<file path="src/rtl/core/svr_pkg.sv">
// ----------------------------------------------------------------------------
// svr_pkg
// Shared types and constants for the stop-and-wait receiver: the item
// layouts of both streams, the queue record, and the codes for actions,
// phases, packet classes, status and configuration registers.
// ----------------------------------------------------------------------------
package svr_pkg;

  // Protocol constants
  localparam int PAYLOAD_MAX  = 1024;
  localparam int HEADER_BYTES = 16;
  localparam int DATA_FLAG    = 1;
  localparam int FIN_FLAG     = 2;

  // Payload length as carried past the header check (valid headers only)
  localparam int PLEN_W = $clog2(PAYLOAD_MAX + 1);
  localparam int WLEN_W = 11;

  // Decoupling queue between front and back
  localparam int QUEUE_DEPTH = 4;
  localparam int QPTR_W      = $clog2(QUEUE_DEPTH);
  localparam int QCNT_W      = QPTR_W + 1;

  // Stream widths
  localparam int IN_TDATA_W  = 184;
  localparam int IN_TUSER_W  = 2;
  localparam int OUT_TDATA_W = 88;

  // Configuration port
  localparam int CFG_ADDR_W = 2;
  localparam int CFG_DATA_W = 16;
  localparam logic [CFG_ADDR_W-1:0] CFG_EXPECTED_MAGIC = 2'd0;
  localparam logic [CFG_ADDR_W-1:0] CFG_IDLE_LIMIT     = 2'd1;
  localparam logic [CFG_ADDR_W-1:0] CFG_LINGER_SLOTS   = 2'd2;

  localparam logic [15:0] MAGIC_RST        = 16'd0;
  localparam logic [6:0]  IDLE_LIMIT_RST   = 7'd100;
  localparam logic [2:0]  LINGER_SLOTS_RST = 3'd4;

  typedef enum logic [1:0] {
    ACT_DATAGRAM = 2'd0,
    ACT_TIMEOUT  = 2'd1,
    ACT_CANCEL   = 2'd2,
    ACT_START    = 2'd3
  } action_t;

  typedef enum logic [1:0] {
    PH_IDLE   = 2'd0,
    PH_ACTIVE = 2'd1,
    PH_LINGER = 2'd2
  } phase_t;

  typedef enum logic [2:0] {
    CLS_NONE    = 3'd0,
    CLS_INVALID = 3'd1,
    CLS_FOREIGN = 3'd2,
    CLS_NEW     = 3'd3,
    CLS_DUP     = 3'd4,
    CLS_DROPPED = 3'd5,
    CLS_FIN     = 3'd6
  } pkt_class_t;

  typedef enum logic [2:0] {
    ST_IDLE      = 3'd0,
    ST_ACTIVE    = 3'd1,
    ST_DONE      = 3'd2,
    ST_TIMEDOUT  = 3'd3,
    ST_CANCELLED = 3'd4
  } status_t;

  // Input tdata layout, first field in the lowest bits
  typedef struct packed {
    logic [6:0]  pad;
    logic        checksum_ok;
    logic [15:0] payload_len;
    logic [31:0] ack_field;
    logic [31:0] seq;
    logic [7:0]  reserved;
    logic [7:0]  flags;
    logic [15:0] magic;
    logic [15:0] frame_len;
    logic [15:0] src_port;
    logic [31:0] src_addr;
  } svr_in_t;

  // Output tdata layout, first field in the lowest bits
  typedef struct packed {
    logic [3:0]        pad;
    logic [31:0]       total_bytes;
    status_t           status;
    pkt_class_t        packet_class;
    logic [WLEN_W-1:0] write_len;
    logic              write_payload;
    logic              ack_fin;
    logic [31:0]       ack_seq;
    logic              send_ack;
  } svr_result_t;

  // Classified item handed from front to back
  typedef struct packed {
    action_t           action;
    logic [31:0]       src_addr;
    logic [15:0]       src_port;
    logic [31:0]       seq;
    logic [PLEN_W-1:0] plen;
    logic              hdr_ok;
    logic              is_fin;
    logic              is_data;
  } svr_item_t;

endpackage

</file>
<file path="src/rtl/core/svr_front.sv">
// ----------------------------------------------------------------------------
// svr_front
// Front end: unpacks each incoming item, runs the header checks against the
// configured magic value and hands a compact classified record to the queue.
// ----------------------------------------------------------------------------
module svr_front import svr_pkg::*; (
  input  logic                  clk,
  input  logic                  rst_n,
  input  logic                  in_tvalid,
  output logic                  in_tready,
  // tdata: src_addr, src_port, frame_len, magic, flags, reserved, seq,
  //        ack_field, payload_len, checksum_ok (lowest bit first)
  input  logic [IN_TDATA_W-1:0] in_tdata,
  // tuser: action
  input  logic [IN_TUSER_W-1:0] in_tuser,
  input  logic [15:0]           expected_magic,
  output logic                  push_valid,
  input  logic                  push_ready,
  output svr_item_t             push_item
);

  svr_in_t     fields;
  logic [16:0] frame_sum;
  logic        len_ok;
  logic        flags_ok;
  logic        hdr_ok;

  assign fields = svr_in_t'(in_tdata);

  // Length checks: frame must hold the header plus exactly the payload.
  assign frame_sum = 17'(HEADER_BYTES) + {1'b0, fields.payload_len};
  assign len_ok = (fields.frame_len >= 16'(HEADER_BYTES))
               && (fields.payload_len <= 16'(PAYLOAD_MAX))
               && ({1'b0, fields.frame_len} == frame_sum);

  // Flag combination: exactly data with payload, or exactly FIN without.
  always_comb begin
    flags_ok = 1'b0;
    if (fields.flags == 8'(DATA_FLAG)) begin
      flags_ok = (fields.payload_len != 16'd0);
    end else if (fields.flags == 8'(FIN_FLAG)) begin
      flags_ok = (fields.payload_len == 16'd0);
    end
  end

  assign hdr_ok = len_ok && flags_ok
               && (fields.magic == expected_magic)
               && (fields.reserved == 8'd0)
               && (fields.ack_field == 32'd0)
               && fields.checksum_ok;

  // Classified record for the back end.
  always_comb begin
    push_item.action   = action_t'(in_tuser);
    push_item.src_addr = fields.src_addr;
    push_item.src_port = fields.src_port;
    push_item.seq      = fields.seq;
    push_item.plen     = fields.payload_len[PLEN_W-1:0];
    push_item.hdr_ok   = hdr_ok;
    push_item.is_fin   = ((fields.flags & 8'(FIN_FLAG)) != 8'd0);
    push_item.is_data  = ((fields.flags & 8'(DATA_FLAG)) != 8'd0);
  end

  assign push_valid = in_tvalid;
  assign in_tready  = push_ready;

endmodule

</file>
<file path="src/rtl/core/svr_queue.sv">
// ----------------------------------------------------------------------------
// svr_queue
// Short first-in first-out queue of classified items between the front and
// the back, so that each side can stall without holding up the other.
// ----------------------------------------------------------------------------
module svr_queue import svr_pkg::*; (
  input  logic      clk,
  input  logic      rst_n,
  input  logic      push_valid,
  output logic      push_ready,
  input  svr_item_t push_item,
  output logic      pop_valid,
  input  logic      pop_ready,
  output svr_item_t pop_item
);

  svr_item_t         mem_r [QUEUE_DEPTH];
  logic [QPTR_W-1:0] wr_ptr_r;
  logic [QPTR_W-1:0] wr_ptr_nxt;
  logic [QPTR_W-1:0] rd_ptr_r;
  logic [QPTR_W-1:0] rd_ptr_nxt;
  logic [QCNT_W-1:0] count_r;
  logic [QCNT_W-1:0] count_nxt;
  logic              do_push;
  logic              do_pop;

  assign push_ready = (count_r != QCNT_W'(QUEUE_DEPTH));
  assign pop_valid  = (count_r != '0);
  assign pop_item   = mem_r[rd_ptr_r];

  assign do_push = push_valid && push_ready;
  assign do_pop  = pop_valid && pop_ready;

  // Pointer and fill count update.
  always_comb begin
    wr_ptr_nxt = do_push ? wr_ptr_r + 1'b1 : wr_ptr_r;
    rd_ptr_nxt = do_pop  ? rd_ptr_r + 1'b1 : rd_ptr_r;
    count_nxt  = count_r;
    if (do_push && !do_pop) begin
      count_nxt = count_r + 1'b1;
    end else if (do_pop && !do_push) begin
      count_nxt = count_r - 1'b1;
    end
  end

  always_ff @(posedge clk) begin
    if (!rst_n) begin
      wr_ptr_r <= '0;
      rd_ptr_r <= '0;
      count_r  <= '0;
    end else begin
      wr_ptr_r <= wr_ptr_nxt;
      rd_ptr_r <= rd_ptr_nxt;
      count_r  <= count_nxt;
    end
  end

  // Storage needs no reset; entries are only read once written.
  always_ff @(posedge clk) begin
    if (do_push) begin
      mem_r[wr_ptr_r] <= push_item;
    end
  end

endmodule

</file>
<file path="src/rtl/core/svr_back.sv">
// ----------------------------------------------------------------------------
// svr_back
// Back end: holds the transfer state, applies one classified item per cycle
// while its output register is not stalled, and presents the result there.
// ----------------------------------------------------------------------------
module svr_back import svr_pkg::*; (
  input  logic                   clk,
  input  logic                   rst_n,
  input  logic                   pop_valid,
  output logic                   pop_ready,
  input  svr_item_t              pop_item,
  input  logic [6:0]             idle_limit,
  input  logic [2:0]             linger_slots,
  output logic                   out_tvalid,
  input  logic                   out_tready,
  // tdata: send_ack, ack_seq, ack_fin, write_payload, write_len,
  //        packet_class, status, total_bytes (lowest bit first)
  output logic [OUT_TDATA_W-1:0] out_tdata
);

  phase_t      phase_r;
  phase_t      phase_nxt;
  logic [31:0] expected_seq_r;
  logic [31:0] expected_seq_nxt;
  logic        peer_valid_r;
  logic        peer_valid_nxt;
  logic [31:0] peer_addr_r;
  logic [31:0] peer_addr_nxt;
  logic [15:0] peer_port_r;
  logic [15:0] peer_port_nxt;
  logic [6:0]  idle_count_r;
  logic [6:0]  idle_count_nxt;
  logic [2:0]  linger_left_r;
  logic [2:0]  linger_left_nxt;
  logic [31:0] byte_total_r;
  logic [31:0] byte_total_nxt;

  logic                   out_tvalid_r;
  logic                   out_tvalid_nxt;
  logic [OUT_TDATA_W-1:0] out_tdata_r;
  svr_result_t            res;

  logic        fire;
  logic        peer_match;
  logic        seq_eq;
  logic        seq_lt;
  logic [6:0]  idle_inc;
  logic        abort;
  logic        fin_accept;
  logic [2:0]  linger_dec;
  logic [32:0] byte_sum;
  logic [15:0] plen16;

  assign pop_ready = !out_tvalid_r || out_tready;
  assign fire      = pop_valid && pop_ready;

  // Shared decode of the current item against the held state.
  assign peer_match = (pop_item.src_addr == peer_addr_r)
                   && (pop_item.src_port == peer_port_r);
  assign seq_eq     = (pop_item.seq == expected_seq_r);
  assign seq_lt     = (pop_item.seq < expected_seq_r);
  assign idle_inc   = idle_count_r + 7'd1;
  assign abort      = (idle_inc >= idle_limit) || (idle_inc == 7'd0);
  assign fin_accept = pop_item.hdr_ok && !(peer_valid_r && !peer_match)
                   && pop_item.is_fin && seq_eq;
  assign linger_dec = (linger_left_r != 3'd0) ? linger_left_r - 3'd1 : 3'd0;
  assign plen16     = 16'(pop_item.plen);
  assign byte_sum   = {1'b0, byte_total_r} + 33'(plen16);

  // Phase transitions.
  always_comb begin
    phase_nxt = phase_r;
    if (fire) begin
      if (pop_item.action == ACT_START) begin
        phase_nxt = PH_ACTIVE;
      end else begin
        case (phase_r)
          PH_ACTIVE: begin
            case (pop_item.action)
              ACT_CANCEL:  phase_nxt = PH_IDLE;
              ACT_TIMEOUT: if (abort) phase_nxt = PH_IDLE;
              default: begin
                if (fin_accept) begin
                  phase_nxt = (linger_slots != 3'd0) ? PH_LINGER : PH_IDLE;
                end
              end
            endcase
          end
          PH_LINGER: begin
            if (pop_item.action == ACT_CANCEL || linger_dec == 3'd0) begin
              phase_nxt = PH_IDLE;
            end
          end
          default: phase_nxt = PH_IDLE;
        endcase
      end
    end
  end

  // Result fields and the remaining state.
  always_comb begin
    expected_seq_nxt = expected_seq_r;
    peer_valid_nxt   = peer_valid_r;
    peer_addr_nxt    = peer_addr_r;
    peer_port_nxt    = peer_port_r;
    idle_count_nxt   = idle_count_r;
    linger_left_nxt  = linger_left_r;
    byte_total_nxt   = byte_total_r;

    res               = '0;
    res.packet_class  = CLS_NONE;
    res.status        = ST_IDLE;

    if (fire) begin
      if (pop_item.action == ACT_START) begin
        expected_seq_nxt = '0;
        peer_valid_nxt   = 1'b0;
        peer_addr_nxt    = '0;
        peer_port_nxt    = '0;
        idle_count_nxt   = '0;
        linger_left_nxt  = '0;
        byte_total_nxt   = '0;
        res.status       = ST_ACTIVE;
      end else begin
        case (phase_r)
          PH_ACTIVE: begin
            res.status = ST_ACTIVE;
            case (pop_item.action)
              ACT_CANCEL: res.status = ST_CANCELLED;
              ACT_TIMEOUT: begin
                idle_count_nxt = idle_inc;
                if (abort) res.status = ST_TIMEDOUT;
              end
              default: begin
                idle_count_nxt = '0;
                if (!pop_item.hdr_ok) begin
                  res.packet_class = CLS_INVALID;
                end else if (peer_valid_r && !peer_match) begin
                  res.packet_class = CLS_FOREIGN;
                end else begin
                  // First valid sender becomes the peer.
                  if (!peer_valid_r) begin
                    peer_valid_nxt = 1'b1;
                    peer_addr_nxt  = pop_item.src_addr;
                    peer_port_nxt  = pop_item.src_port;
                  end
                  if (pop_item.is_fin) begin
                    if (seq_eq) begin
                      res.send_ack     = 1'b1;
                      res.ack_seq      = pop_item.seq;
                      res.ack_fin      = 1'b1;
                      res.packet_class = CLS_FIN;
                      res.status       = ST_DONE;
                      linger_left_nxt  = linger_slots;
                    end else begin
                      res.packet_class = CLS_DROPPED;
                    end
                  end else if (!pop_item.is_data) begin
                    res.packet_class = CLS_DROPPED;
                  end else if (seq_eq) begin
                    // In-order data: deliver, count and advance.
                    res.write_payload = 1'b1;
                    res.write_len     = plen16[WLEN_W-1:0];
                    res.send_ack      = 1'b1;
                    res.ack_seq       = pop_item.seq;
                    res.packet_class  = CLS_NEW;
                    byte_total_nxt    = byte_sum[32] ? '1 : byte_sum[31:0];
                    expected_seq_nxt  = expected_seq_r + 32'd1;
                  end else if (seq_lt) begin
                    res.send_ack     = 1'b1;
                    res.ack_seq      = pop_item.seq;
                    res.packet_class = CLS_DUP;
                  end else begin
                    res.packet_class = CLS_DROPPED;
                  end
                end
              end
            endcase
          end
          PH_LINGER: begin
            res.status = ST_DONE;
            if (pop_item.action == ACT_CANCEL) begin
              linger_left_nxt = '0;
            end else begin
              if (pop_item.action == ACT_DATAGRAM) begin
                if (!peer_valid_r || !peer_match) begin
                  res.packet_class = CLS_FOREIGN;
                end else if (!pop_item.hdr_ok) begin
                  res.packet_class = CLS_INVALID;
                end else if (pop_item.is_fin && seq_eq) begin
                  res.send_ack     = 1'b1;
                  res.ack_seq      = pop_item.seq;
                  res.ack_fin      = 1'b1;
                  res.packet_class = CLS_FIN;
                end else begin
                  res.packet_class = CLS_DROPPED;
                end
              end
              linger_left_nxt = linger_dec;
            end
          end
          default: res.status = ST_IDLE;
        endcase
      end
    end

    res.total_bytes = byte_total_nxt;
  end

  // Output register: loads on each processed item, clears when taken.
  always_comb begin
    out_tvalid_nxt = out_tvalid_r;
    if (fire) begin
      out_tvalid_nxt = 1'b1;
    end else if (out_tready) begin
      out_tvalid_nxt = 1'b0;
    end
  end

  always_ff @(posedge clk) begin
    if (!rst_n) begin
      phase_r        <= PH_IDLE;
      expected_seq_r <= '0;
      peer_valid_r   <= 1'b0;
      peer_addr_r    <= '0;
      peer_port_r    <= '0;
      idle_count_r   <= '0;
      linger_left_r  <= '0;
      byte_total_r   <= '0;
      out_tvalid_r   <= 1'b0;
    end else begin
      phase_r        <= phase_nxt;
      expected_seq_r <= expected_seq_nxt;
      peer_valid_r   <= peer_valid_nxt;
      peer_addr_r    <= peer_addr_nxt;
      peer_port_r    <= peer_port_nxt;
      idle_count_r   <= idle_count_nxt;
      linger_left_r  <= linger_left_nxt;
      byte_total_r   <= byte_total_nxt;
      out_tvalid_r   <= out_tvalid_nxt;
    end
  end

  always_ff @(posedge clk) begin
    if (fire) begin
      out_tdata_r <= OUT_TDATA_W'(res);
    end
  end

  assign out_tvalid = out_tvalid_r;
  assign out_tdata  = out_tdata_r;

endmodule

</file>
<file path="src/rtl/core/stop_and_wait_receiver.sv">
// ----------------------------------------------------------------------------
// stop_and_wait_receiver
// Receiver side of a stop-and-wait transfer: header checks, peer lock,
// in-order delivery, acknowledgements, FIN linger and idle timeout abort.
// ----------------------------------------------------------------------------
// Every input item (datagram header, timeout, cancel or start) yields exactly
// one result item. While the queue has room the block takes one item per
// clock cycle, and the front end checks a header in the cycle it is accepted;
// the back end updates the transfer state for one item per cycle while the
// output register is empty or being taken. Items pass the four-entry queue,
// then the output register, which absorb stalls on the result side; in_tready
// falls only once the queue is full. There is no start-up pass after reset.
// Configuration registers may be written only while no items are in flight.
// ----------------------------------------------------------------------------
module stop_and_wait_receiver import svr_pkg::*; (
  input  logic                   clk,
  input  logic                   rst_n,
  // Configuration write port
  input  logic                   cfg_we,
  input  logic [CFG_ADDR_W-1:0]  cfg_addr,
  input  logic [CFG_DATA_W-1:0]  cfg_wdata,
  // Input stream
  input  logic                   in_tvalid,
  output logic                   in_tready,
  // tdata: src_addr, src_port, frame_len, magic, flags, reserved, seq,
  //        ack_field, payload_len, checksum_ok (lowest bit first)
  input  logic [IN_TDATA_W-1:0]  in_tdata,
  // tuser: action
  input  logic [IN_TUSER_W-1:0]  in_tuser,
  // Result stream
  output logic                   out_tvalid,
  input  logic                   out_tready,
  // tdata: send_ack, ack_seq, ack_fin, write_payload, write_len,
  //        packet_class, status, total_bytes (lowest bit first)
  output logic [OUT_TDATA_W-1:0] out_tdata
);

  logic [15:0] expected_magic_r;
  logic [15:0] expected_magic_nxt;
  logic [6:0]  idle_limit_r;
  logic [6:0]  idle_limit_nxt;
  logic [2:0]  linger_slots_r;
  logic [2:0]  linger_slots_nxt;

  logic        push_valid;
  logic        push_ready;
  svr_item_t   push_item;
  logic        pop_valid;
  logic        pop_ready;
  svr_item_t   pop_item;

  // Configuration registers; writes beyond the register list are ignored.
  always_comb begin
    expected_magic_nxt = expected_magic_r;
    idle_limit_nxt     = idle_limit_r;
    linger_slots_nxt   = linger_slots_r;
    if (cfg_we) begin
      case (cfg_addr)
        CFG_EXPECTED_MAGIC: expected_magic_nxt = cfg_wdata;
        CFG_IDLE_LIMIT:     idle_limit_nxt     = cfg_wdata[6:0];
        CFG_LINGER_SLOTS:   linger_slots_nxt   = cfg_wdata[2:0];
        default: ;
      endcase
    end
  end

  always_ff @(posedge clk) begin
    if (!rst_n) begin
      expected_magic_r <= MAGIC_RST;
      idle_limit_r     <= IDLE_LIMIT_RST;
      linger_slots_r   <= LINGER_SLOTS_RST;
    end else begin
      expected_magic_r <= expected_magic_nxt;
      idle_limit_r     <= idle_limit_nxt;
      linger_slots_r   <= linger_slots_nxt;
    end
  end

  // Header checks and classification.
  svr_front u_front (
    .clk            (clk),
    .rst_n          (rst_n),
    .in_tvalid      (in_tvalid),
    .in_tready      (in_tready),
    .in_tdata       (in_tdata),
    .in_tuser       (in_tuser),
    .expected_magic (expected_magic_r),
    .push_valid     (push_valid),
    .push_ready     (push_ready),
    .push_item      (push_item)
  );

  // Queue between the front and back ends.
  svr_queue u_queue (
    .clk        (clk),
    .rst_n      (rst_n),
    .push_valid (push_valid),
    .push_ready (push_ready),
    .push_item  (push_item),
    .pop_valid  (pop_valid),
    .pop_ready  (pop_ready),
    .pop_item   (pop_item)
  );

  // Transfer state and result register.
  svr_back u_back (
    .clk          (clk),
    .rst_n        (rst_n),
    .pop_valid    (pop_valid),
    .pop_ready    (pop_ready),
    .pop_item     (pop_item),
    .idle_limit   (idle_limit_r),
    .linger_slots (linger_slots_r),
    .out_tvalid   (out_tvalid),
    .out_tready   (out_tready),
    .out_tdata    (out_tdata)
  );

endmodule

</file>
<file path="config.mk">
export PLATFORM = sky130hd
export DESIGN_NAME = stop_and_wait_receiver
export DESIGN_NICKNAME = d
export VERILOG_FILES = /design/src/rtl/core/svr_pkg.sv /design/src/rtl/core/svr_front.sv /design/src/rtl/core/svr_queue.sv /design/src/rtl/core/svr_back.sv /design/src/rtl/core/stop_and_wait_receiver.sv
export SDC_FILE = /design/constraint.sdc
export NUM_CORES = 1
export LEC_CHECK = 0
export BUFFER_PORTS_ARGS = -buffer_cell sky130_fd_sc_hd__buf_2
export CAP_MARGIN = 0
export CORE_MARGIN = 5
export CORE_UTILIZATION = 42
export DETAILED_ROUTE_END_ITERATION = 12
export PLACE_DENSITY_LB_ADDON = 0.2
export SETUP_SLACK_MARGIN = 0.2
export SLEW_MARGIN = 25
export SYNTH_ARGS = -nofsm -noshare
export SYNTH_HDL_FRONTEND = slang
export SYNTH_HIERARCHICAL = 1
export SYNTH_SLANG_ARGS = --single-unit
</file>
<file path="constraint.sdc">
create_clock -name clk -period 4.1 [get_ports clk]
set_input_delay 0.615 -clock clk [delete_from_list [all_inputs] [get_ports clk]]
set_output_delay 0.615 -clock clk [all_outputs]
set_load 0.02 [all_outputs]
</file>
== Word level (Yosys, flattened, before mapping) ==
Memory sizes are Yosys's and may differ from the RTL's. A register that Yosys moved wholly into a read port is not among the register bits.
Cells that the tools add are included.

* Register bits after elaboration: 243
* Bits in latches: 0
* Bits in writable memories: 384
* ROM bits: 0
* Input port bits: 209
* Output and inout port bits: 90
* Logic and storage cells: 224
* Memories kept: 1

* Add/sub/neg operators: 9
* Multiply operators: 0
* Divide/modulo/power cells: 0
* $lt $le $gt $ge: 4
* Equality and inequality tests: 28
* Shifts and indexed selects: 0
* Muxes and demuxes: 102
* Bitwise logic cells: 4
* Reduce and logical (&&, ||, !) cells: 57

{| class="wikitable"
|+ Memory list
! memory !! depth !! bits a word !! read ports !! clocked after Yosys merged registers in !! write ports !! line !! text
|-
| u_queue.mem_r || 4 || 96 || 1 || 1 || 1 || svr_queue.sv:17 || <nowiki>svr_item_t mem_r [QUEUE_DEPTH];</nowiki>
|}

{| class="wikitable"
|+ Operator list
! operator !! count
|-
| $mux 32 || 24
|-
| $mux 34 || 6
|-
| $mux 33 || 4
|-
| $mux 16 || 6
|-
| $mux 46 || 2
|-
| $pmux 34 s2 || 1
|-
| $eq 32x32->1 || 2
|-
| $mux 3 || 21
|-
| $mux 49 || 1
|-
| $mux 12 || 3
|-
| $add 32x11->33 || 1
|-
| $add 32x1->32 const B || 1
|-
| $eq 16x16->1 || 2
|-
| $logic_not 32->1 || 1
|-
| $lt 32x32->1 || 1
|-
| $mux 2 || 12
|-
| $pmux 3 s2 || 4
|-
| $add 5x16->17 const A || 1
|-
| $eq 16x17->1 || 1
|-
| $logic_and 1x1->1 || 17
|-
| $ge 16x5->1 const B || 1
|-
| $le 16x11->1 const B || 1
|-
| $logic_not 16->1 || 1
|-
| $reduce_bool 16->1 || 1
|-
| other kinds (39) || 89
|}

== Depth between registers and ports, before layout ==
Gate-level depths: netlist of the first run.

* Depth in word-level cells: 12
* Depth in mapped cells: 15
* Depth with buffers taken out: 10

== Hierarchy ==
The synthesis of the first run kept the hierarchy.

{| class="wikitable"
|+ Modules (own cells, without submodules)
! module !! instances !! cells an instance !! area each (um^2) !! sequential area each (um^2)
|-
| svr_queue || 1 || 550 || 14317.5 || 11711.2
|-
| svr_back || 1 || 1226 || 11492.3 || 5044.8
|-
| svr_front || 1 || 210 || 1585.3 || 0.0
|-
| stop_and_wait_receiver || 1 || 108 || 1046.0 || 520.5
|}

== Least setup slack after synthesis of the first run ==
No wires, ideal clock.

* Kind: input to register
* Start: input port out_tready
* End: register u_back.out_tdata_r[54], in the netlist u_back/out_tdata[54], data pin
* Setup time: 0.131 ns
* Arrival time: 3.952 ns
* Data required time: 3.969 ns
* Setup slack: 0.016 ns
* Cell stages on the path: 5
* Buffers on the path: 0
* Cell sequence: nand2b_1 -> nand2_1 -> clkinv_1 -> o21ai_1 -> a21o_1

* Cells in the longest elaborated chain, start to end: 3

{| class="wikitable"
|+ RTL lines
! element !! line !! text
|-
| from (decl) || stop_and_wait_receiver.sv:32 || <nowiki>input logic out_tready,</nowiki>
|-
| $logic_or 1x1->1 || svr_back.sv:54 || <nowiki>assign pop_ready = !out_tvalid_r || out_tready;</nowiki>
|-
| $logic_and 1x1->1 || svr_back.sv:55 || <nowiki>assign fire = pop_valid && pop_ready;</nowiki>
|-
| named net u_back.fire || svr_back.sv:43 || <nowiki>logic fire;</nowiki>
|-
| $mux 32 || svr_back.sv:114 || <nowiki>if (fire) begin</nowiki>
|-
| named net u_back.byte_total_nxt[2] || svr_back.sv:36 || <nowiki>logic [31:0] byte_total_nxt;</nowiki>
|-
| to (signal assigned) || svr_back.sv:246 || <nowiki>out_tdata_r <= OUT_TDATA_W'(res);</nowiki>
|-
| to (decl) || svr_back.sv:40 || <nowiki>logic [OUT_TDATA_W-1:0] out_tdata_r;</nowiki>
|}

The timed path passes the listed nets, and every way through them passes these cells.
A chain may end at the register's enable or synchronous reset.

==> flow_summary_export.csv, run 1 <==
group,metric,value,unit
clock_network,cts_buffers,69,
setup_path,critical_path_class,"reg2reg",
clock_network,cts_tree,"done",
setup_path,path_max_fanout,9,
setup_path,startpoint_type,"register",
synthesis,avgSynthCellArea,13.6,um2
place,gp_congestion,0.874,
run,drv_cap,0,
setup_path,crit_chain,"buf_4 -> buf_4 -> mux4_2 -> ha_1 -> nand4_1 -> nor4_4 -> buf_4 -> and2_4 -> buf_4 -> and3_4 -> o31ai_4 -> or4_1 -> a21oi_1",
setup_path,rrSetupSlack,0.25,ns
routing,drt_pass1_iterations,5,
die,die_area,73000,um2
setup_path,slowest_delay,0.54,ns
setup_path,crit_arrival,4.41,ns
setup_path,crit_buf_inv,4,
clock_network,cts_sinks,629,
place,post-dp-hpwl,49900,um
cells_and_area,syn_to_final_growth,17.9,%
routing,ant_nets,0,
global_route,antenna_found_initial,9,
synthesis,synth-edff-count,468,
synthesis,syn-instance-count,2094,
sta,min_period,3.85,ns
synthesis,ys_seq_area_frac,0.607,
cells_and_area,stdcell_count,3313,
routing,wl,72600,um
clock_network,clock-root-buffer,"clkbuf_16",
power,powerDensity,602,nW/um2
synthesis,synth-seq-cells,629,
cells_and_area,final_common_cell,"edfxtp_1",
sta,worstMarginPinSlew,0.990,ns
routing,drcViolationCount,0,
clock_network,clk_pin_slew,0.06,ns
power,total_power,20.2,mW
setup_path,crit_top_cell,"buf_4",
setup_path,crit_cells,13,
routing,wl_met1,31800,um
sta,setup-violations-final,0,
sta,fin_skew,0.0276,ns
cells_and_area,mostFrequentLayoutCells,"468 x edfxtp_1, 287 x buf_2, 159 x dfxtp_1",
power,p_leak,11.9,nW
die,rows,95,
sta,rsz0062_at_grt,"yes",
sta,fin_crit_sh,0.940,
min_path,min_path_type,"in2reg",
cells_and_area,layout-drive-gt1-share,0.278,
place,post-place-cells,3163,
cells_and_area,nets,2658,
setup_path,end_kind,"register",
sta,slew_viol_final,0,
global_route,grt_max_degree,97,
synthesis,synth_cell_types,87,
routing,drtIter0Drc,1232,
power,ir_drop,0.285,mV
routing,viasPerCell,5.49,
die,initial_core_util,0.423,
synthesis,syn-cell-area,28400,um2
sta,holdWs,0.213,ns
global_route,grt_pass1_wl,110000,um
clock_network,clk_latency,0.62,ns
die,die_y,270,um
setup_path,crit_path_end,"u_back/expected_seq_r[12]",
setup_path,worstPathRequired,4.65,ns
global_route,grt-ovfl-total,0,
cells_and_area,final_util,0.499,
synthesis,ys_async_sr_fraction,0,
routing,routedWlPerCell,21.9,um
min_path,worstHoldPathCells,1,
place,portBuffers,287,
routing,top_layer_used,"met5",
setup_path,timing.rr.end,"u_back/expected_seq_r[12]",
setup_path,path_delay_family,"simple AND/OR/NAND/NOR gates",
die,die_x,270,um
routing,wl_met3,4720,um
setup_path,cp_slowest_cell,"mux4_2",
outcome,outcome,"complete, no violations",
clock_network,cts_buffer_depth,3,
synthesis,yosysWarnings,6,
sta,slew_headroom,0.332,
synthesis,synthFlopType,"edfxtp_1",
global_route,grt_use_total,0.193,
setup_path,ff2ff_path_depth,13,
die,coreArea,67200,um2
sta,fmax,0.259,GHz
routing,via_count,18200,
sta,hold_violations,0,
sta,fin_tns_setup,0,ns
global_route,grt_pass1_vias,18500,
die,pin_count,299,
clock_network,htreeDepth,3,
routing,route.met2.wl,34600,um
## area by class of cell
| class | instances | area (um2) |
|---|---|---|
| Fill cell | 5745 | 33600 |
| Sequential cell | 629 | 17300 |
| Multi-Input combinational cell | 1206 | 9920 |
| Timing Repair Buffer | 407 | 2610 |
| Clock buffer | 93 | 1910 |
| Tap cell | 873 | 1090 |
| Clock inverter | 34 | 450 |
| Inverter | 67 | 254 |
| Antenna cell | 4 | 10.0 |
## cell families (layout without fill, tap and decap cells)
group	count (synthesis)	count (layout)	share of synthesized area
buf+inv	264	601	0.0527
flops	629	629	0.607
compound gates	270	272	0.0640
simple gates	615	615	0.120
xor+xnor	101	101	0.0311
mux	145	145	0.0934
other cells	1	8	0.000132
fa+ha+maj	69	69	0.0309
## how the worst min path moves through the flow
| stage | endpoint | slack, ns | startpoint |
|---|---|---|---|
| finish | u_queue/mem_r[0][75] | 0.21 | in_tdata[13] |
| global route | u_queue/mem_r[1][55] | 0.18 | in_tdata[41] |
| CTS | u_queue/mem_r[0][40] | 0.17 | in_tdata[122] |
| detailed placement | u_back/expected_seq_r[13] | 0.46 | u_back/expected_seq_r[13] |
| global placement | u_back/expected_seq_r[13] | 0.44 | u_back/expected_seq_r[13] |
| floorplan | u_back/expected_seq_r[13] | 0.43 | u_back/expected_seq_r[13] |
## layer usage
metal,track usage,vias to the layer above
li1,-,8448
met1,0.261,9046
met2,0.317,589
met3,0.0449,100
met4,0.0519,8
met5,0,-
## metrics by stage
| step | setup WS [ns] | instance area, um2 |
|---|---|---|
| 2_1_floorplan | 0.395 | 28500 |
| 3_3_place_gp | 0.0368 | 30700 |
| 3_5_place_dp | -0.0253 | 30700 |
| 4_1_cts | 0.195 | 33300 |
| 5_1_grt | 0.121 | 33500 |
| 6_report | 0.246 | 33500 |
## sequential cells by signal, indices dropped and copies added (netlist names), 16 cells and up, named ones only
name,count
expected_magic_r,16
u_back/peer_addr_r,32
u_back/byte_total_r,32
u_queue/mem_r,384
u_back/out_tdata,84
u_back/expected_seq_r,32
u_back/peer_port_r,16
## synthesized netlist by cell type, drive strengths merged, types with 41 or more instances
master | number | area, um2
a21oi | 97 | 485
clkbuf | 57 | 214
ha | 67 | 838
nand4 | 41 | 263
mux2i | 46 | 460
nor3b | 83 | 628
dfxtp | 161 | 3220
nor2 | 116 | 435
mux4 | 96 | 2160
buf | 140 | 1030
xnor2 | 73 | 639
edfxtp | 468 | 14100
inv | 66 | 248
nand2 | 143 | 537
## power breakdown
group	internal, mW	switching, mW	leakage (nW)
Sequential	7.81	0.302	5.67
Combinational	2.29	3.41	5.07
Clock	3.83	2.54	1.17
## what timing repair did
action / 4_1_cts / 5_1_grt
gates resized for setup: 6 / 27
hold buffers: 0 / 0
cloned: 3 / 1
buffers inserted: 8 / 7
pin swaps: 6 / 6
endpoints found under the setup margin: 109 / 99
(Power assumes the default switching activity.)
==> inputs of run 2 (changes only) <==
--- a/config.mk
+++ b/config.mk
@@ -7,10 +7,12 @@
 export LEC_CHECK = 0
 export BUFFER_PORTS_ARGS = -buffer_cell sky130_fd_sc_hd__buf_2
 export CAP_MARGIN = 0
+export CORE_ASPECT_RATIO = 1.25
 export CORE_MARGIN = 5
 export CORE_UTILIZATION = 42
 export DETAILED_ROUTE_END_ITERATION = 12
 export PLACE_DENSITY_LB_ADDON = 0.2
+export REMOVE_ABC_BUFFERS = 1
 export SETUP_SLACK_MARGIN = 0.2
 export SLEW_MARGIN = 25
 export SYNTH_ARGS = -nofsm -noshare
==> run 2 against run 1 <==
  * Highest routed layer unchanged
  * Worst setup slack better by 0.024 ns
  * Largest power group unchanged
  * Register-to-register slack better by 0.02 ns
  * Clock skew is 0.0064 ns lower
  * Fmax is 0.64% higher
  * Cell count is 0.36% lower
  * Wire length is 1.6% lower
  * Final area is 0.53% lower
  * Via count is 0.90% lower
  * First-iteration DRC count is 16% lower
==> flow_summary_export.csv, run 2 (synthesis results as in run 1) <==
group,metric,value,unit
power,p_leak,11.8,nW
routing,ant_nets,0,
setup_path,path_max_fanout,6,
setup_path,path_delay_family,"simple AND/OR/NAND/NOR gates",
clock_network,clock-root-buffer,"clkbuf_16",
power,powerDensity,592,nW/um2
global_route,grt_max_degree,88,
routing,drcViolationCount,0,
die,die_area,73100,um2
sta,fin_crit_sh,0.934,
clock_network,clk_latency,0.60,ns
cells_and_area,layout-drive-gt1-share,0.273,
routing,wl,71400,um
clock_network,cts_sinks,629,
global_route,grt_use_total,0.186,
setup_path,crit_buf_inv,3,
setup_path,startpoint_type,"register",
cells_and_area,final_util,0.498,
sta,min_period,3.83,ns
place,portBuffers,287,
routing,viasPerCell,5.46,
cells_and_area,multi_input_area,9830,um2
min_path,min_path_type,"in2reg",
global_route,grt_pass1_wl,107000,um
die,pin_count,299,
sta,rsz0062_at_grt,"yes",
cells_and_area,fillers,5842,
sta,worstMarginPinSlew,0.913,ns
setup_path,slowest_delay,0.57,ns
power,ir_drop,0.344,mV
sta,fmax,0.261,GHz
routing,via_count,18000,
sta,slew_headroom,0.384,
cells_and_area,regArea,17300,um2
global_route,antenna_found_initial,16,
sta,setup-violations-final,0,
setup_path,cp_slowest_cell,"mux4_2",
die,rows,106,
outcome,outcome,"complete, no violations",
cells_and_area,syn_to_final_growth,17.3,%
global_route,grt_pass1_vias,18600,
clock_network,cts_buffer_depth,3,
place,gp_congestion,0.895,
die,die_y,301,um
setup_path,crit_arrival,4.18,ns
cells_and_area,largest_register,"u_queue/mem_r",
sta,slew_viol_final,0,
global_route,grt-ovfl-total,0,
cells_and_area,largest_register_ffs,384,
cells_and_area,stdcell_count,3301,
place,post-place-cells,3145,
setup_path,critical_path_class,"reg2reg",
die,die_x,243,um
routing,drt_pass1_iterations,5,
sta,hold_violations,0,
routing,routedWlPerCell,21.6,um
setup_path,crit_top_cell,"buf_4",
clock_network,cts_buffers,66,
routing,drtIter0Drc,1033,
power,total_power,19.7,mW
clock_network,clk_pin_slew,0.06,ns
sta,fin_skew,0.0212,ns
clock_network,htreeDepth,3,
cells_and_area,final_common_cell,"edfxtp_1",
run,drv_cap,0,
setup_path,end_kind,"register",
die,coreArea,67000,um2
setup_path,worstPathRequired,4.45,ns
clock_network,cts_tree,"done",
cells_and_area,nets,2653,
place,post-dp-hpwl,48300,um
setup_path,crit_chain,"buf_4 -> buf_16 -> mux4_2 -> ha_1 -> fa_2 -> a21oi_2 -> o211ai_1 -> a211oi_1 -> buf_4 -> nor3_2 -> and2_1 -> or3_1 -> and3_1",
die,initial_core_util,0.425,
cells_and_area,mostFrequentLayoutCells,"468 x edfxtp_1, 289 x buf_2, 159 x dfxtp_1",
[run 2: metrics by stage]
step           hold WS (ns)  setup TNS (ns)  worst slack [ns]  cell area (um2)
2_1_floorplan         0.435         -796.58             -5.34            27200
3_3_place_gp          0.444               0             0.124            30700
3_5_place_dp          0.459               0            0.0779            30700
4_1_cts               0.181               0             0.184            33000
5_1_grt               0.199               0             0.185            33300
6_report              0.225               0             0.270            33400
[run 2: per-layer routing]
metal  routed length (um)  track usage
met1                28700        0.223
met4                 2110       0.0647
met3                 4090       0.0455
met5                   89            0
met2                36400        0.328
[run 2: timing repair]
action                                  CTS  global route
cloned                                    0             7
pin swaps                                 1             8
endpoints found under the setup margin   71           123
gates resized for setup                   6            22
setup buffers                             1            17
hold buffers                              0             0
[run 2: cell type report]
type | instances | area share
sequential | 629 | 0.518
multi-input combinational | 1204 | 0.295
timing repair buffer | 407 | 0.0811
clock buffer | 83 | 0.0523
tap | 864 | 0.0324
clock inverter | 39 | 0.0131
inverter | 67 | 0.00762
antenna | 8 | 0.000600
[run 2: final timing paths]
check                  start                    to  slack [ns]  cells after the start
max                 register  u_back/out_tdata[83]        0.27                     13
min            in_tdata[126]  u_queue/mem_r[2][44]        0.23                      1
max reg2reg         register  u_back/out_tdata[83]        0.27                     13
min reg2reg  idle_limit_r[1]       idle_limit_r[1]        0.46                      2
[run 2: where the power goes]
part,switching (mW),internal [mW]
sequential,0.302,7.81
combinational,3.31,2.31
clock,2.54,3.46
[run 2: worst reg2reg max path: cells and delay by family (launching register included)]
family	cells	cell delay, ns
buffers and inverters	3	0.46
muxes	1	0.57
AOI/OAI and AO/OA	3	0.70
DFF	1	0.37
and+or+nand+nor	4	0.83
adders and majority gates	2	0.65
==> inputs of run 3 (changes only) <==
--- a/config.mk
+++ b/config.mk
@@ -5,12 +5,11 @@
 export SDC_FILE = /design/constraint.sdc
 export NUM_CORES = 1
 export LEC_CHECK = 0
-export BUFFER_PORTS_ARGS = -buffer_cell sky130_fd_sc_hd__buf_2
 export CAP_MARGIN = 0
 export CORE_ASPECT_RATIO = 1.25
-export CORE_MARGIN = 5
 export CORE_UTILIZATION = 42
 export DETAILED_ROUTE_END_ITERATION = 12
+export DONT_BUFFER_PORTS = 1
 export PLACE_DENSITY_LB_ADDON = 0.2
 export REMOVE_ABC_BUFFERS = 1
 export SETUP_SLACK_MARGIN = 0.2
==> constraint.sdc (replaced) <==
create_clock -name clk -period 4.1 [get_ports clk]
set_input_delay 0.41 -clock clk [delete_from_list [all_inputs] [get_ports clk]]
set_output_delay 0.41 -clock clk [all_outputs]
set_load 0.02 [all_outputs]
==> run 3 against run 2 <==
  * Core utilization shrank 0.34 points
  * Worst setup slack gained 0.038 ns
  * Register-to-register slack gained 0.04 ns
  * Critical path depth is the same
  * Non-clock buffer count shrank 178
  * Critical path type unchanged
  * Largest power group unchanged
==> flow_summary_export.csv, run 3 (synthesis results as in run 1) <==
group,metric,value,unit
outcome,outcome,"complete, no violations",
cells_and_area,multi_input_area,9980,um2
sta,setup-violations-final,0,
sta,slew_viol_final,0,
power,ir_drop,0.410,mV
routing,drtIter0Drc,1011,
die,initial_core_util,0.425,
routing,drcViolationCount,0,
place,placed_cell_area,29300,um2
setup_path,crit_path_end,"u_back/expected_seq_r[28]",
setup_path,path_max_fanout,7,
clock_network,cts_sinks,629,
sta,min_period,3.79,ns
power,p_leak,11.1,nW
clock_network,clock-root-buffer,"clkbuf_16",
cells_and_area,largest_register,"u_queue/mem_r",
place,gp_congestion,0.879,
cells_and_area,syn_to_final_growth,16.5,%
place,post-dp-hpwl,46000,um
global_route,grt_max_degree,97,
clock_network,cts_buffer_depth,3,
routing,drt_pass1_iterations,5,
setup_path,crit_arrival,4.31,ns
sta,fin_tns_setup,0,ns
place,pre_cts_ws,-0.0250,ns
sta,rsz0062_at_grt,"yes",
sta,fmax,0.264,GHz
global_route,grt_pass1_wl,104000,um
setup_path,timing.rr.end,"u_back/expected_seq_r[28]",
cells_and_area,mostFrequentLayoutCells,"468 x edfxtp_1, 159 x dfxtp_1, 142 x nand2_1",
sta,holdWs,0.0476,ns
sta,slew_headroom,0.396,
die,die_area,68800,um2
cells_and_area,stdcell_area,33100,um2
cells_and_area,nets,2478,
clock_network,htreeDepth,3,
global_route,grt_use_total,0.197,
clock_network,cts_tree,"done",
setup_path,path_delay_family,"simple AND/OR/NAND/NOR gates",
routing,via_count,17400,
global_route,grt_pass1_vias,18000,
cells_and_area,fillers,5692,
routing,wl,69100,um
clock_network,clk_latency,0.61,ns
sta,fin_crit_sh,0.925,
cells_and_area,final_common_cell,"edfxtp_1",
cells_and_area,stdcell_count,3121,
setup_path,ff2ff_path_depth,13,
setup_path,rrSetupSlack,0.31,ns
die,pin_count,299,
clock_network,clk_pin_slew,0.06,ns
power,powerDensity,586,nW/um2
power,total_power,19.4,mW
place,portBuffers,0,
setup_path,crit_chain,"buf_4 -> buf_12 -> mux4_2 -> ha_4 -> nand4_1 -> nor4_4 -> and4_1 -> and4_4 -> buf_6 -> o31ai_4 -> buf_4 -> nor3_1 -> mux2i_1",
setup_path,critical_path_class,"reg2reg",
setup_path,crit_top_cell,"buf_4",
global_route,grt-ovfl-total,0,
cells_and_area,final_util,0.495,
place,post-place-cells,2865,
setup_path,end_kind,"register",
cells_and_area,regArea,17300,um2
setup_path,slowest_delay,0.59,ns
routing,routedWlPerCell,22.1,um
setup_path,cp_slowest_cell,"mux4_2",
setup_path,worstPathRequired,4.62,ns
clock_network,cts_buffers,67,
die,rows,106,
sta,fin_skew,0.0235,ns
die,coreArea,67000,um2
routing,ant_nets,0,
min_path,min_path_type,"in2reg",
global_route,antenna_found_initial,8,
cells_and_area,largest_register_ffs,384,
run,drv_cap,0,
cells_and_area,layout-drive-gt1-share,0.170,
setup_path,startpoint_type,"register",
routing,viasPerCell,5.58,
sta,hold_violations,0,
die,die_x,235,um
setup_path,crit_cells,13,
die,die_y,293,um
setup_path,crit_buf_inv,4,
sta,setup_slack,0.308,ns
sta,worstMarginPinSlew,0.894,ns
run 3: cell types whose count changed in the layout (fill, tap and decap cells not counted), moves of 4 or more:
cell / change
ha_1: -4
clkinv_2: -7
clkinv_1: -4
dlygate4sd3_1: +113
diode_2: -5
nor4_1: -4
ha_4: +5
clkbuf_1: +8
nor4_2: +4
buf_2: -289
run 3: where the power goes:
part | total [mW] | leakage, nW | internal (mW) | switching [mW]
Combinational | 4.63 | 4.34 | 2.02 | 2.61
Clock | 6.13 | 1.07 | 3.63 | 2.50
Sequential | 8.67 | 5.67 | 7.84 | 0.824
Total | 19.4 | 11.1 | 13.5 | 5.94
run 3: what timing repair did:
item,4_1_cts,5_1_grt
endpoints found under the hold margin,428,0
endpoints found under the setup margin,79,87
gates resized for setup,8,37
pin swaps,3,9
hold buffers,114,0
gates cloned,1,4
buffers inserted,3,8
run 3: routing by layer:
metal / routed length, um / GRT usage
met5: 65 / 0
met3: 3150 / 0.0366
met1: 29100 / 0.239
met4: 2280 / 0.0841
met2: 34500 / 0.342
run 3: cell type report:
class | instances | share of cell area
multi-input combinational | 1206 | 0.301
inverter | 67 | 0.00767
clock inverter | 28 | 0.0111
tap | 864 | 0.0326
clock buffer | 95 | 0.0559
antenna | 3 | 0.000227
sequential | 629 | 0.522
timing repair buffer | 229 | 0.0695
run 3: worst min-delay path by stage:
stage	from	endpoint	slack, ns	cells after the start
finish	cfg_wdata[0]	linger_slots_r[0]	0.05	2
global route	rst_n	linger_slots_r[2]	0.03	2
detailed placement	u_back/expected_seq_r[13]	u_back/expected_seq_r[13]	0.46	2
CTS	rst_n	linger_slots_r[2]	0.008	2
global placement	u_back/expected_seq_r[13]	u_back/expected_seq_r[13]	0.45	2
floorplan	u_back/expected_seq_r[13]	u_back/expected_seq_r[13]	0.43	2
run 3: worst register-to-register path: cells and delay by family, from the launching register on:
kind            cells  cell delay, ns
simple gates        5            1.43
mux                 2            0.82
buf+inv             4            0.63
flops               1            0.43
fa+ha+maj           1            0.30
compound gates      1            0.13
